--- src/assert_macros.svh ---
// ----------------------------------------------------------------------------
// Assertion macros
// Shared shorthand for clocked assertions; all use i_clk and i_rst_n.
// ----------------------------------------------------------------------------
`ifndef ASSERT_MACROS_SVH
`define ASSERT_MACROS_SVH

// Property that must hold at every clock edge outside reset.
`define MVA_ASSERT(label, prop, msg) \
    label: assert property (@(posedge i_clk) disable iff (!i_rst_n) (prop)) \
        else $error(msg);

// Condition in one cycle implies a consequence in the next cycle.
`define MVA_ASSERT_NEXT(label, ante, cons, msg) \
    label: assert property (@(posedge i_clk) disable iff (!i_rst_n) \
        (ante) |=> (cons)) else $error(msg);

`endif

--- src/mva_pkg.sv ---
// ----------------------------------------------------------------------------
// mva_pkg
// Types, codes and helpers shared by the voice allocator modules.
// ----------------------------------------------------------------------------
`default_nettype none

package mva_pkg;

    localparam int VOICES_DEF = 5;   // default voice count (2 to 8)
    localparam int VIDX_W     = 3;   // width of the voice index field
    localparam int NOTE_W     = 7;
    localparam int BEND_W     = 16;
    localparam int PITCH_W    = 21;
    localparam int IN_TDATA_W  = 56;
    localparam int OUT_TDATA_W = 56;

    typedef enum logic [1:0] {
        CMD_NOTE_ON  = 2'd0,
        CMD_NOTE_OFF = 2'd1,
        CMD_PITCH    = 2'd2,
        CMD_OTHER    = 2'd3
    } t_cmd;

    typedef enum logic [2:0] {
        ACT_HARD  = 3'd0,
        ACT_SOFT  = 3'd1,
        ACT_PITCH = 3'd2,
        ACT_GATE  = 3'd3,
        ACT_PASS  = 3'd4
    } t_act;

    // Controls broadcast from the sequencer to every voice cell.
    typedef struct packed {
        logic [NOTE_W-1:0] note;   // search key and allocation note
        logic              load;   // copy stored note into the shift stage
        logic              shift;  // move shift stage one cell toward cell 0
    } t_cell_ctl;

    // Note number plus sign-extended bend, in semitones with 12 fraction bits.
    function automatic logic [PITCH_W-1:0] pitch_of(
        input logic [NOTE_W-1:0] note,
        input logic [BEND_W-1:0] bend
    );
        logic [PITCH_W-1:0] base;
        logic [PITCH_W-1:0] ext;
        base = {2'b00, note, 12'h000};
        ext  = {{(PITCH_W - BEND_W){bend[BEND_W-1]}}, bend};
        return base + ext;
    endfunction

endpackage

`default_nettype wire

--- src/midi_voice_allocator_top.sv ---
// A request is captured, looked up in S_LOOK, and its results are registered one at a time in S_EMIT.
// The block takes no new request until the last result of the current one is issued.
// A request yields 1 result for a regate or note-off, 4 for a new allocation and VOICES
// for bend or pass-through; a request on another channel or a note-off without a match yields none.
// Results pass one per cycle through one output register while the output is not stalled.
// Reset (synchronous, active low) clears all voices, the pointer, the bend and the channel.
// ----------------------------------------------------------------------------
// midi_voice_allocator_top
// Round-robin polyphonic voice allocator for decoded MIDI requests.
// ----------------------------------------------------------------------------
`default_nettype none

module midi_voice_allocator_top #(
    parameter int VOICES = mva_pkg::VOICES_DEF
) (
    input  wire logic                            i_clk,
    input  wire logic                            i_rst_n,
    // Channel register write port.
    input  wire logic                            i_cfg_wr_en,
    input  wire logic [3:0]                      i_cfg_wr_data,
    // Request stream.
    input  wire logic                            i_s_tvalid,
    output logic                                 o_s_tready,
    // tdata from bit 0: channel[3:0], note[6:0], velocity[6:0],
    // bend_semitones[15:0], raw_status[7:0], raw_data1[6:0], raw_data2[6:0]
    input  wire logic [mva_pkg::IN_TDATA_W-1:0]  i_s_tdata,
    // tuser: command[1:0]
    input  wire logic [1:0]                      i_s_tuser,
    // Voice action stream.
    output logic                                 o_m_tvalid,
    input  wire logic                            i_m_tready,
    // tdata from bit 0: voice_index[2:0], pitch[20:0], gate_level[6:0],
    // fwd_status[7:0], fwd_data1[6:0], fwd_data2[6:0], zero padding[2:0]
    output logic [mva_pkg::OUT_TDATA_W-1:0]      o_m_tdata,
    // tuser: action[2:0]
    output logic [2:0]                           o_m_tuser,
    output logic                                 o_m_tlast
);

    localparam int VW     = $clog2(VOICES);
    localparam int NOTE_W = mva_pkg::NOTE_W;

    // The voices form a row of cells. Two chains run through the row:
    // the lookup chain from cell 0 upward carries whether a lower voice
    // already matched and which one, so the lowest matching voice wins;
    // the shift chain toward cell 0 delivers stored notes one voice per
    // cycle, when the output is not stalled, while a pitch bend is broadcast.
    mva_pkg::t_cell_ctl       w_ctl;
    logic [VOICES-1:0]        w_wr_sel;
    logic [VOICES-1:0]        w_soft_sel;
    logic [VOICES:0]          w_hit;
    logic [VW-1:0]            w_hit_idx [VOICES+1];
    logic [NOTE_W-1:0]        w_shift   [VOICES+1];

    assign w_hit[0]        = 1'b0;
    assign w_hit_idx[0]    = '0;
    assign w_shift[VOICES] = '0;

    // The sequencer filters on channel, decides hit or allocation from the
    // end of the lookup chain, and issues one result per cycle unless stalled.
    mva_ctrl #(
        .VOICES (VOICES),
        .VW     (VW)
    ) u_ctrl (
        .i_clk         (i_clk),
        .i_rst_n       (i_rst_n),
        .i_cfg_wr_en   (i_cfg_wr_en),
        .i_cfg_wr_data (i_cfg_wr_data),
        .i_s_tvalid    (i_s_tvalid),
        .o_s_tready    (o_s_tready),
        .i_s_tdata     (i_s_tdata),
        .i_s_tuser     (i_s_tuser),
        .o_m_tvalid    (o_m_tvalid),
        .i_m_tready    (i_m_tready),
        .o_m_tdata     (o_m_tdata),
        .o_m_tuser     (o_m_tuser),
        .o_m_tlast     (o_m_tlast),
        .o_ctl         (w_ctl),
        .o_wr_sel      (w_wr_sel),
        .o_soft_sel    (w_soft_sel),
        .i_hit         (w_hit[VOICES]),
        .i_hit_idx     (w_hit_idx[VOICES]),
        .i_shift_note  (w_shift[0])
    );

    for (genvar gi = 0; gi < VOICES; gi++) begin : g_voice
        mva_cell #(
            .VW     (VW),
            .MY_IDX (gi)
        ) u_cell (
            .i_clk        (i_clk),
            .i_rst_n      (i_rst_n),
            .i_ctl        (w_ctl),
            .i_wr_sel     (w_wr_sel[gi]),
            .i_soft_sel   (w_soft_sel[gi]),
            .i_hit        (w_hit[gi]),
            .i_hit_idx    (w_hit_idx[gi]),
            .o_hit        (w_hit[gi+1]),
            .o_hit_idx    (w_hit_idx[gi+1]),
            .i_shift_note (w_shift[gi+1]),
            .o_shift_note (w_shift[gi])
        );
    end

endmodule

`default_nettype wire

--- src/mva_cell.sv ---
// ----------------------------------------------------------------------------
// mva_cell
// One voice slot: stored note, soft reset flag, lookup link and shift stage.
// ----------------------------------------------------------------------------
`default_nettype none

module mva_cell #(
    parameter int VW     = 3,
    parameter int MY_IDX = 0
) (
    input  wire logic                       i_clk,
    input  wire logic                       i_rst_n,
    input  wire mva_pkg::t_cell_ctl         i_ctl,
    input  wire logic                       i_wr_sel,
    input  wire logic                       i_soft_sel,
    input  wire logic                       i_hit,
    input  wire logic [VW-1:0]              i_hit_idx,
    output logic                            o_hit,
    output logic [VW-1:0]                   o_hit_idx,
    input  wire logic [mva_pkg::NOTE_W-1:0] i_shift_note,
    output logic [mva_pkg::NOTE_W-1:0]      o_shift_note
);

    logic [mva_pkg::NOTE_W-1:0] r_note;
    logic                       r_soft;
    logic [mva_pkg::NOTE_W-1:0] r_shift;
    logic                       w_match;

    // A voice in soft reset never answers a lookup.
    assign w_match   = (r_note == i_ctl.note) && !r_soft;
    assign o_hit     = i_hit | w_match;
    assign o_hit_idx = (!i_hit && w_match) ? VW'(MY_IDX) : i_hit_idx;
    assign o_shift_note = r_shift;

    always_ff @(posedge i_clk) begin
        if (!i_rst_n) begin
            r_note <= '0;
            r_soft <= 1'b0;
        end else begin
            if (i_wr_sel) begin
                r_note <= i_ctl.note;
                r_soft <= 1'b0;
            end else if (i_soft_sel) begin
                r_soft <= 1'b1;
            end
        end
    end

    always_ff @(posedge i_clk) begin
        if (i_ctl.load) begin
            r_shift <= r_note;
        end else if (i_ctl.shift) begin
            r_shift <= i_shift_note;
        end
    end

endmodule

`default_nettype wire

--- src/mva_ctrl.sv ---
// ----------------------------------------------------------------------------
// mva_ctrl
// Request capture, channel filter, allocation decisions and result sequencing.
// ----------------------------------------------------------------------------
`default_nettype none
`include "assert_macros.svh"

module mva_ctrl #(
    parameter int VOICES = mva_pkg::VOICES_DEF,
    parameter int VW     = $clog2(VOICES)
) (
    input  wire logic                            i_clk,
    input  wire logic                            i_rst_n,
    input  wire logic                            i_cfg_wr_en,
    input  wire logic [3:0]                      i_cfg_wr_data,
    input  wire logic                            i_s_tvalid,
    output logic                                 o_s_tready,
    input  wire logic [mva_pkg::IN_TDATA_W-1:0]  i_s_tdata,
    input  wire logic [1:0]                      i_s_tuser,
    output logic                                 o_m_tvalid,
    input  wire logic                            i_m_tready,
    output logic [mva_pkg::OUT_TDATA_W-1:0]      o_m_tdata,
    output logic [2:0]                           o_m_tuser,
    output logic                                 o_m_tlast,
    output mva_pkg::t_cell_ctl                   o_ctl,
    output logic [VOICES-1:0]                    o_wr_sel,
    output logic [VOICES-1:0]                    o_soft_sel,
    input  wire logic                            i_hit,
    input  wire logic [VW-1:0]                   i_hit_idx,
    input  wire logic [mva_pkg::NOTE_W-1:0]      i_shift_note
);

    localparam int VIDX_W  = mva_pkg::VIDX_W;
    localparam int NOTE_W  = mva_pkg::NOTE_W;
    localparam int PITCH_W = mva_pkg::PITCH_W;

    typedef enum logic [2:0] {
        S_IDLE = 3'b001,
        S_LOOK = 3'b010,
        S_EMIT = 3'b100
    } t_state;

    t_state                 r_state;
    logic [3:0]             r_midi_ch;
    logic [15:0]            r_bend;
    logic [VW-1:0]          r_next;
    logic                   r_alloc;
    logic [1:0]             r_step;
    logic [VW-1:0]          r_cnt;
    logic                   r_out_valid;

    mva_pkg::t_cmd          r_cmd;
    logic [NOTE_W-1:0]      r_note;
    logic [6:0]             r_vel;
    logic [7:0]             r_st;
    logic [6:0]             r_d1;
    logic [6:0]             r_d2;
    logic [VW-1:0]          r_tgt;
    logic [VW-1:0]          r_nv;

    logic [VIDX_W-1:0]      r_out_idx;
    mva_pkg::t_act          r_out_act;
    logic [PITCH_W-1:0]     r_out_pitch;
    logic [6:0]             r_out_gate;
    logic [7:0]             r_out_st;
    logic [6:0]             r_out_d1;
    logic [6:0]             r_out_d2;
    logic                   r_out_last;

    logic [VIDX_W-1:0]      n_out_idx;
    mva_pkg::t_act          n_out_act;
    logic [PITCH_W-1:0]     n_out_pitch;
    logic [6:0]             n_out_gate;
    logic [7:0]             n_out_st;
    logic [6:0]             n_out_d1;
    logic [6:0]             n_out_d2;
    logic                   n_out_last;

    // Input fields, lowest bits first: channel, note, velocity, bend,
    // raw status, raw data1, raw data2.
    logic [3:0]             w_in_ch;
    logic [NOTE_W-1:0]      w_in_note;
    logic [6:0]             w_in_vel;
    logic [15:0]            w_in_bend;
    logic [7:0]             w_in_st;
    logic [6:0]             w_in_d1;
    logic [6:0]             w_in_d2;

    logic                   w_in_acc;
    logic                   w_go;
    logic                   w_bcast;
    logic                   w_alloc_now;
    logic [VW-1:0]          w_nv;
    logic [NOTE_W-1:0]      w_pitch_note;

    assign w_in_ch   = i_s_tdata[3:0];
    assign w_in_note = i_s_tdata[10:4];
    assign w_in_vel  = i_s_tdata[17:11];
    assign w_in_bend = i_s_tdata[33:18];
    assign w_in_st   = i_s_tdata[41:34];
    assign w_in_d1   = i_s_tdata[48:42];
    assign w_in_d2   = i_s_tdata[55:49];

    assign o_s_tready = (r_state == S_IDLE);
    assign w_in_acc   = i_s_tvalid && o_s_tready;

    assign w_bcast = (r_cmd == mva_pkg::CMD_PITCH) || (r_cmd == mva_pkg::CMD_OTHER);
    assign w_go    = (r_state == S_EMIT) && (!r_out_valid || i_m_tready);
    assign w_nv    = (r_next == VW'(VOICES - 1)) ? '0 : r_next + VW'(1);

    // A note-on that matches no voice takes the round-robin voice.
    assign w_alloc_now = (r_state == S_LOOK) && (r_cmd == mva_pkg::CMD_NOTE_ON) && !i_hit;

    assign o_ctl.note  = r_note;
    assign o_ctl.load  = (r_state == S_LOOK);
    assign o_ctl.shift = w_go && w_bcast;

    always_comb begin
        for (int i = 0; i < VOICES; i++) begin
            o_wr_sel[i]   = w_alloc_now && (r_next == VW'(i));
            o_soft_sel[i] = w_alloc_now && (w_nv == VW'(i));
        end
    end

    assign w_pitch_note = w_bcast ? i_shift_note : r_note;

    always_comb begin
        n_out_idx   = VIDX_W'(r_tgt);
        n_out_act   = mva_pkg::ACT_GATE;
        n_out_pitch = '0;
        n_out_gate  = '0;
        n_out_st    = '0;
        n_out_d1    = '0;
        n_out_d2    = '0;
        n_out_last  = 1'b0;
        if (w_bcast) begin
            n_out_idx  = VIDX_W'(r_cnt);
            n_out_last = (r_cnt == VW'(VOICES - 1));
            if (r_cmd == mva_pkg::CMD_PITCH) begin
                n_out_act   = mva_pkg::ACT_PITCH;
                n_out_pitch = mva_pkg::pitch_of(w_pitch_note, r_bend);
            end else begin
                n_out_act = mva_pkg::ACT_PASS;
                n_out_st  = r_st;
                n_out_d1  = r_d1;
                n_out_d2  = r_d2;
            end
        end else if (r_alloc) begin
            case (r_step)
                2'd0: begin
                    n_out_act = mva_pkg::ACT_HARD;
                end
                2'd1: begin
                    n_out_act   = mva_pkg::ACT_PITCH;
                    n_out_pitch = mva_pkg::pitch_of(w_pitch_note, r_bend);
                end
                2'd2: begin
                    n_out_act = mva_pkg::ACT_SOFT;
                    n_out_idx = VIDX_W'(r_nv);
                end
                default: begin
                    n_out_gate = r_vel;
                    n_out_last = 1'b1;
                end
            endcase
        end else begin
            // Existing voice: note-on regates it, note-off closes the gate.
            n_out_gate = (r_cmd == mva_pkg::CMD_NOTE_ON) ? r_vel : 7'd0;
            n_out_last = 1'b1;
        end
    end

    always_ff @(posedge i_clk) begin
        if (!i_rst_n) begin
            r_state     <= S_IDLE;
            r_midi_ch   <= '0;
            r_bend      <= '0;
            r_next      <= '0;
            r_alloc     <= 1'b0;
            r_step      <= '0;
            r_cnt       <= '0;
            r_out_valid <= 1'b0;
        end else begin
            if (i_cfg_wr_en) begin
                r_midi_ch <= i_cfg_wr_data;
            end
            if (w_go) begin
                r_out_valid <= 1'b1;
            end else if (i_m_tready) begin
                r_out_valid <= 1'b0;
            end
            case (r_state)
                S_IDLE: begin
                    if (w_in_acc && (w_in_ch == r_midi_ch)) begin
                        r_state <= S_LOOK;
                        if (mva_pkg::t_cmd'(i_s_tuser) == mva_pkg::CMD_PITCH) begin
                            r_bend <= w_in_bend;
                        end
                    end
                end
                S_LOOK: begin
                    r_step  <= '0;
                    r_cnt   <= '0;
                    r_alloc <= w_alloc_now;
                    if (w_alloc_now) begin
                        r_next <= w_nv;
                    end
                    if ((r_cmd == mva_pkg::CMD_NOTE_OFF) && !i_hit) begin
                        r_state <= S_IDLE;
                    end else begin
                        r_state <= S_EMIT;
                    end
                end
                S_EMIT: begin
                    if (w_go) begin
                        r_step <= r_step + 2'd1;
                        r_cnt  <= r_cnt + VW'(1);
                        if (n_out_last) begin
                            r_state <= S_IDLE;
                        end
                    end
                end
                default: begin
                    r_state <= S_IDLE;
                end
            endcase
        end
    end

    always_ff @(posedge i_clk) begin
        if (w_in_acc) begin
            r_cmd  <= mva_pkg::t_cmd'(i_s_tuser);
            r_note <= w_in_note;
            r_vel  <= w_in_vel;
            r_st   <= w_in_st;
            r_d1   <= w_in_d1;
            r_d2   <= w_in_d2;
        end
        if (r_state == S_LOOK) begin
            r_tgt <= i_hit ? i_hit_idx : r_next;
            r_nv  <= w_nv;
        end
        if (w_go) begin
            r_out_idx   <= n_out_idx;
            r_out_act   <= n_out_act;
            r_out_pitch <= n_out_pitch;
            r_out_gate  <= n_out_gate;
            r_out_st    <= n_out_st;
            r_out_d1    <= n_out_d1;
            r_out_d2    <= n_out_d2;
            r_out_last  <= n_out_last;
        end
    end

    assign o_m_tvalid = r_out_valid;
    assign o_m_tuser  = r_out_act;
    assign o_m_tlast  = r_out_last;
    assign o_m_tdata  = {3'b000, r_out_d2, r_out_d1, r_out_st, r_out_gate,
                         r_out_pitch, r_out_idx};

    `MVA_ASSERT(a_alloc_distinct, (r_state == S_EMIT && r_alloc) |-> (r_nv != r_tgt), "allocated voice and soft-reset voice coincide")
    `MVA_ASSERT(a_next_in_range, r_next <= VW'(VOICES - 1), "round-robin pointer out of range")
    `MVA_ASSERT_NEXT(a_drop_stays_idle, (w_in_acc && (w_in_ch != r_midi_ch)), (r_state == S_IDLE), "request on another channel left idle")
    `MVA_ASSERT_NEXT(a_last_to_idle, (w_go && n_out_last), (r_state == S_IDLE && o_m_tvalid && o_m_tlast), "final result did not end the request")

endmodule

`default_nettype wire
--- config.mk ---
export PLATFORM = sky130hd
export DESIGN_NAME = midi_voice_allocator_top
export DESIGN_NICKNAME = d
export VERILOG_FILES = /design/src/mva_pkg.sv /design/src/midi_voice_allocator_top.sv /design/src/mva_cell.sv /design/src/mva_ctrl.sv
export VERILOG_INCLUDE_DIRS = /design/src /design/src/src
export SDC_FILE = /design/constraint.sdc
export NUM_CORES = 1
export LEC_CHECK = 0
export ABC_AREA = 1
export BUFFER_PORTS_ARGS = -buffer_cell sky130_fd_sc_hd__buf_2
export CAP_MARGIN = 20
export CORE_ASPECT_RATIO = 0.8
export CORE_UTILIZATION = 40
export CTS_BUF_LIST = sky130_fd_sc_hd__clkbuf_4
export DETAILED_ROUTE_END_ITERATION = 8
export SLEW_MARGIN = 0
export SYNTH_ARGS = -nofsm -noshare
export SYNTH_HDL_FRONTEND = slang
export SYNTH_HIERARCHICAL = 1
export SYNTH_SLANG_ARGS = --single-unit
--- constraint.sdc ---
create_clock -name i_clk -period 3.1 [get_ports i_clk]
set_input_delay 0.465 -clock i_clk [delete_from_list [all_inputs] [get_ports i_clk]]
set_output_delay 0.465 -clock i_clk [all_outputs]
set_load 0.01 [all_outputs]
# Word-level counts from Yosys, hierarchy flattened

Cells that the tools add are included.

$add $sub $neg: 4
Equality and inequality tests: 27
Multiplexer cells: 45
Bitwise gates (word level): 6
Reduce and logical (&&, ||, !) cells: 57

Operator list:

| kind                                          | count |
|---|---|
| two-way mux 7 bit                             | 14 |
| two-way mux 21 bit                            | 4 |
| two-way mux 3 bit                             | 14 |
| == test 7 bit                                 | 5 |
| logical AND 1 bit                             | 26 |
| adder 20 x 16 -> 21 bit                       | 1 |
| == test 3 x 2 -> 1 bit, second input constant | 5 |
| == test 3 bit, second input constant          | 4 |
| OR reduction 2 bit                            | 6 |
| logical NOT 1 bit                             | 11 |
| == test 3 x 1 -> 1 bit, second input constant | 3 |
| one-hot mux 3 bit (3 select lines)            | 1 |
| == test 2 bit, second input constant          | 4 |
| adder 3 x 1 -> 3 bit, second input constant   | 2 |
| logical NOT 3 bit                             | 2 |
| two-way mux 1 bit                             | 6 |
| two-way mux 2 bit                             | 3 |
| one-hot mux 2 bit (3 select lines)            | 1 |
| one-hot mux 3 bit (2 select lines)            | 1 |
| AND reduction 3 bit                           | 2 |
| nonzero test 2 bit                            | 3 |
| == test 2 x 1 -> 1 bit, second input constant | 2 |
| == test 4 bit                                 | 1 |
| logical NOT 2 bit                             | 2 |
| other kinds (9)                               | 16 |

Flip-flop bits (word level): 209
Bits of input ports: 67
Output and inout bits: 62
Word-level logic and storage cells: 178

# Longest topological paths before layout

Depth in word-level cells: 10
Depth in mapped cells: 21
Gate-level depth less buffers: 21

# By module

The synthesis kept the hierarchy.

Modules (own cells, without submodules):

| module                            | instances | cells an instance | area an instance (sq um) | seq. area each (sq um) |
|---|---|---|---|---|
| mva_ctrl                          | 1         | 542               | 5683.0                   | 3693.5 |
| mva_cell at g_voice[1].u_cell ... | 3         | 101               | 734.5                    | 370.4 |
| mva_cell at g_voice[0].u_cell     | 1         | 100               | 734.5                    | 370.4 |
| mva_cell at g_voice[3].u_cell     | 1         | 101               | 733.2                    | 370.4 |
| midi_voice_allocator_top          | 1         | 1                 | 3.8                      | 0.0 |

# Worst setup path after synthesis

Ideal clock, no wire load.

Path type: register to register
From: register u_ctrl.r_note[0]
To: register g_voice[1].u_cell/r_note[5] (netlist bit)
Data arrival time: 2.757 ns
Data required time: 3.030 ns
Setup slack: 0.274 ns
Cell stages (with the launch flop): 21
Path buffers: 2
Path through: edfxtp_1 nand2_1 nand2_1 nor2_1 nand2_1 o21ai_0 inv_1 o21ai_0 inv_1 o21ai_0 inv_1 o21ai_0 inv_1 o21ai_0 inv_1 nand3_2 buf_6 nor3_1 buf_2 o21ai_0 a21oi_1

Longest elaborated chain between the ends: 9
Elaborated cells between the ends (all ways): 17
Those cells by class: 5 x eq/ne; 4 x bitwise; 8 x reduce/logical

Ends and longest elaborated chain:

| element                | RTL line                       | RTL |
|---|---|---|
| start, declared        | mva_ctrl.sv:53                 | `logic [NOTE_W-1:0] r_note;` |
| start signal, assigned | mva_ctrl.sv:233                | `r_note <= w_in_note;` |
| == test 7 bit          | mva_cell.sv:30                 | `assign w_match = (r_note == i_ctl.note) && !r_soft;` |
| logical AND 1 bit      | mva_cell.sv:30                 |  |
| net w_hit[1]           | midi_voice_allocator_top.sv:51 | `logic [VOICES:0] w_hit;` |
| OR 1 bit               | mva_cell.sv:31                 | `assign o_hit = i_hit \| w_match;` |
| net w_hit[2]           | midi_voice_allocator_top.sv:51 |  |
| OR 1 bit               | mva_cell.sv:31                 |  |
| net w_hit[3]           | midi_voice_allocator_top.sv:51 |  |
| OR 1 bit               | mva_cell.sv:31                 |  |
| net w_hit[4]           | midi_voice_allocator_top.sv:51 |  |
| OR 1 bit               | mva_cell.sv:31                 |  |
| net w_hit[5]           | midi_voice_allocator_top.sv:51 |  |
| logical NOT 1 bit      | mva_ctrl.sv:112                | `assign w_alloc_now = (r_state == S_LOOK) && (r_cmd == mva_pkg::CMD_NOTE_ON) && !i_hit;` |
| logical AND 1 bit      | mva_ctrl.sv:112                |  |
| logical AND 1 bit      | mva_ctrl.sv:120                | `o_wr_sel[i] = w_alloc_now && (r_next == VW'(i));` |
| net w_wr_sel[1]        | midi_voice_allocator_top.sv:49 | `logic [VOICES-1:0] w_wr_sel;` |
| end signal, assigned   | mva_cell.sv:41                 | `r_note <= i_ctl.note;` |
| end, declared          | mva_cell.sv:24                 | `logic [mva_pkg::NOTE_W-1:0] r_note;` |

The timed path passes the listed nets, and every way through them passes these cells.
A chain may end at the register's enable or synchronous reset.

# Worst setup path in the final report

From: register u_ctrl.r_note[2]
To: register g_voice[4].u_cell/r_note[1] (netlist bit)

Longest elaborated chain between the ends: 9
Elaborated cells between the ends (all ways): 17
Those cells by class: 5 x eq/ne; 4 x bitwise; 8 x reduce/logical

Ends and longest elaborated chain:

| element              | RTL line |
|---|---|
| == test 7 bit        | mva_cell.sv:30 |
| logical AND 1 bit    | mva_cell.sv:30 |
| net w_hit[1]         | midi_voice_allocator_top.sv:51 |
| OR 1 bit             | mva_cell.sv:31 |
| net w_hit[2]         | midi_voice_allocator_top.sv:51 |
| OR 1 bit             | mva_cell.sv:31 |
| net w_hit[3]         | midi_voice_allocator_top.sv:51 |
| OR 1 bit             | mva_cell.sv:31 |
| net w_hit[4]         | midi_voice_allocator_top.sv:51 |
| OR 1 bit             | mva_cell.sv:31 |
| net w_hit[5]         | midi_voice_allocator_top.sv:51 |
| logical NOT 1 bit    | mva_ctrl.sv:112 |
| logical AND 1 bit    | mva_ctrl.sv:112 |
| logical AND 1 bit    | mva_ctrl.sv:120 |
| net w_wr_sel[4]      | midi_voice_allocator_top.sv:49 |
| end signal, assigned | mva_cell.sv:41 |
| end, declared        | mva_cell.sv:24 |

The timed path passes the listed nets, and every way through them passes these cells.

==> results by group <==
Worst setup path
  • WP data required: 3.61 ns
  • Reg-to-reg startpoint: u_ctrl/r_note[2]
  • Worst Setup Start Kind: flip-flop
  • Critical path capture point type: flip-flop
  • Crit path cell chain: nand2_1 -> nand2_1 -> nor2_1 -> nand2_1 -> o21ai_0 -> inv_1 -> o21ai_0 -> inv_1 -> o21ai_0 -> inv_1 -> o21ai_0 -> inv_1 -> o21ai_2 -> inv_1 -> nand3_4 -> nor2_1 -> buf_4 -> o21ai_0 -> a21oi_1
  • Crit path DAT: 3.25 ns
  • Slowest stage cell on the critical path: edfxtp_1
  • Crit-path max FO: 15
  • R2r setup slk: 0.36 ns
  • Worst setup path class: reg2reg
  • Reg2Reg Depth: 19
  • R2R Path End: g_voice[4].u_cell/r_note[1]
  • Peak per-stage delay on the critical path: 0.44 ns

Floorplanning
  • Die Wd: 173 um
  • Die Area: 24000 sq um
  • Row count: 49
  • Initial core utilization: 41.3%
  • CORE AREA: 22700 sq um
  • Io pins: 129
  • Die height: 139 um

Status
  • Status: finished, final reports clean

CTS
  • CTS Buffer Depth: 3
  • Setup bufs post-CTS: 0
  • CTS tree: built
  • Cts bufs inserted: 52
  • H-tree depth: 2
  • CTS sink count: 209
  • Clock-pin slew on the worst setup and hold paths: 0.06 ns
  • Clk_lat worst skew: 0.69 ns
  • Clock root buffer master: clkbuf_4

Timing
  • Final worst setup slack: 0.361 ns
  • Post-route setup TNS: 0 ns
  • RSZ-0062 raised after global routing: no
  • Max Freq: 365 MHz
  • Final-report setup violation count: 0
  • Worst-margin pin slew: 0.600 ns
  • Minimum clock period: 2.74 ns
  • Fin crit share: 88.4%
  • Clock Skews: 0.0667 ns
  • Fin. Hold Viols: 0
  • Max_slew headroom: 59.9%
  • Final Max Tran Viols: 0

Global route
  • Global Route Usage Sum: 17.9%
  • Maximum number of pins on one net before global-route repair: 40
  • Initial antenna violation count: 2
  • First-pass GRT wire length: 34.3 mm
  • Number of global-route vias before repair: 7015
  • Residual overflow from global routing: 0

Drt
  • Drt first pass iters: 4
  • DR iter-0 viols: 481
  • Wire per inst: 13.3 um
  • DR vias: 7335
  • Routed wire length: 21.6 mm
  • DRC Markers: 0
  • DR vias/cell: 4.51
  • Post-route ant nets: 0

Yosys
  • Prevailing post-synth register cell: edfxtp_1
  • Synth cell count leaders: nand2_1 (255), inv_1 (184), edfxtp_1 (136)
  • Yosys warning count: 6
  • Async S/R FF share, synth: 0%
  • Synth top area cells: edfxtp_1 (44%), dfxtp_1 (16%), nand2_1 (10%)
  • Seq/Total Area, Yosys: 59.3%
  • Syn Inst Count: 1047
  • Mean Syn Cell Area: 8.94 sq um
  • Mapped Area: 9360 sq um
  • Post-synth top area share: 43.6%
  • Synth area leader: edfxtp_1
  • Flops & latches, synth: 209
  • Most common cell in the synthesized netlist: nand2_1
  • Number of synthesized flops with an enable pin: 136
  • Distinct cells, synth: 37

Min path
  • WHS Endpoint: u_ctrl/r_bend[9]
  • Hold Startpoint: i_s_tdata[27]
  • Number of cells on the worst hold path: 3
  • Hold Crit Class: in2reg

Placement
  • I/O Buffers: 125
  • RD Place Congestion: 0.835
  • Place WS: 0.118 ns
  • DP HPWL: 15.3 mm

Finish
  • Nets: 1366
  • Proportion of layout cells with a drive suffix above 1: 20.5%
  • Area grow syn2layout: 24.1%
  • Finished Core Util: 51.2%

Power and ir drop
  • P_leak: 5.21 nW
  • VDD IR max: 0.354 mV
  • Power Dens Cells: 502 nW/um^2
  • Pwr Total: 5.83 mW

Job
  • MaxCap Viol Count: 0
[worst max-delay path: cells and delay by family (launching register included)]
family / cells / cell delay, ns
AND/OR/NAND/NOR: 6 / 0.71
AO/OA/AOI/OAI: 7 / 0.76
flip-flops: 1 / 0.44
buffers and inverters: 6 / 0.69
[layout make-up]
class                   count  area, sq um
flip-flops and latches    209         5550
well taps                 306          383
diodes                      1         2.50
fillers                  2162        11100
repair buffers            191         1250
multi-input cells         634         3010
inverters                 191          717
clock buffers              82          616
clock inverters            14         90.1
[through the flow]
step,instances,cell area (sq um),hold WS [ns]
floorplan,1059,9400,0.441
global placement,1485,10400,0.449
detailed placement,1485,10400,0.470
CTS,1627,11600,0.00250
global route,1628,11600,0.0137
finish,1628,11600,0.0397
[cells by family after synthesis]
kind of cell | count (synthesis) | share of synthesized area (%)
buffers and inverters | 216 | 9.27
flip-flops | 209 | 59.3
AND/OR/NAND/NOR | 425 | 18.7
adder cells (fa/ha/maj) | 20 | 2.75
other | 2 | 0.0803
XOR/XNOR | 3 | 0.281
AO/OA/AOI/OAI | 172 | 9.69
[worst max-delay path by stage]
stage / start / endpoint
floorplan: u_ctrl/r_note[0] / g_voice[1].u_cell/r_note[5]
global placement: u_ctrl/r_note[2] / g_voice[2].u_cell/r_note[0]
detailed placement: u_ctrl/r_note[6] / g_voice[2].u_cell/r_note[2]
CTS: u_ctrl/r_note[4] / g_voice[2].u_cell/r_note[2]
global route: u_ctrl/r_note[6] / g_voice[1].u_cell/r_note[4]
finish: u_ctrl/r_note[2] / g_voice[4].u_cell/r_note[1]
[per-layer routing]
| layer | routed length, um | global-route usage (%) |
|---|---|---|
| met5 | 0 | 0 |
| met3 | 1190 | 4.03 |
| met4 | 288 | 5.87 |
| met1 | 10900 | 25.5 |
| met2 | 9180 | 27.1 |
[repair_timing]
action | CTS | global route
hold buffers | 46 | 0
resized for setup | 0 | 5
setup endpoints to repair | 0 | 40
hold endpoints to repair | 46 | 0
[power breakdown]
part	internal [mW]	switching, mW	total [mW]
combinational	0.157	0.230	0.387
sequential	3.00	0.0209	3.02
clock	1.29	1.13	2.42
total	4.45	1.38	5.83
[state kept, by name (all words and copies together), names as in the netlist, 2 cells and up]
| signal | flops |
|---|---|
| u_ctrl/r_step | 2 |
| u_ctrl/r_bend | 16 |
| u_ctrl/r_cnt | 3 |
| u_ctrl/r_st | 8 |
| u_ctrl/r_tgt | 3 |
| u_ctrl/r_d1 | 7 |
| u_ctrl/r_state | 3 |
| u_ctrl/r_out_st | 8 |
| u_ctrl/r_vel | 7 |
| u_ctrl/r_out_pitch | 21 |
| u_ctrl/r_cmd | 2 |
| g_voice.u_cell/o_shift_note | 35 |
| g_voice.u_cell/r_soft | 5 |
| u_ctrl/o_m_tuser | 3 |
| u_ctrl/r_out_idx | 3 |
| u_ctrl/r_note | 7 |
| u_ctrl/r_out_d1 | 7 |
| u_ctrl/r_out_gate | 7 |
| u_ctrl/r_out_d2 | 7 |
| g_voice.u_cell/r_note | 35 |
| u_ctrl/r_nv | 3 |
| u_ctrl/r_d2 | 7 |
| u_ctrl/r_midi_ch | 4 |
| u_ctrl/r_next | 3 |
[layout by cell type (no fill, tap or decap), types with 19 or more instances in the layout]
cell type,n
a21oi_1,63
buf_4,19
ha_1,19
buf_2,125
clkbuf_4,82
nand2_1,255
nor2_1,121
edfxtp_1,136
inv_1,183
dfxtp_1,73
o21ai_0,97
dlygate4sd3_1,46
Power figures use the tool's default switching activity.
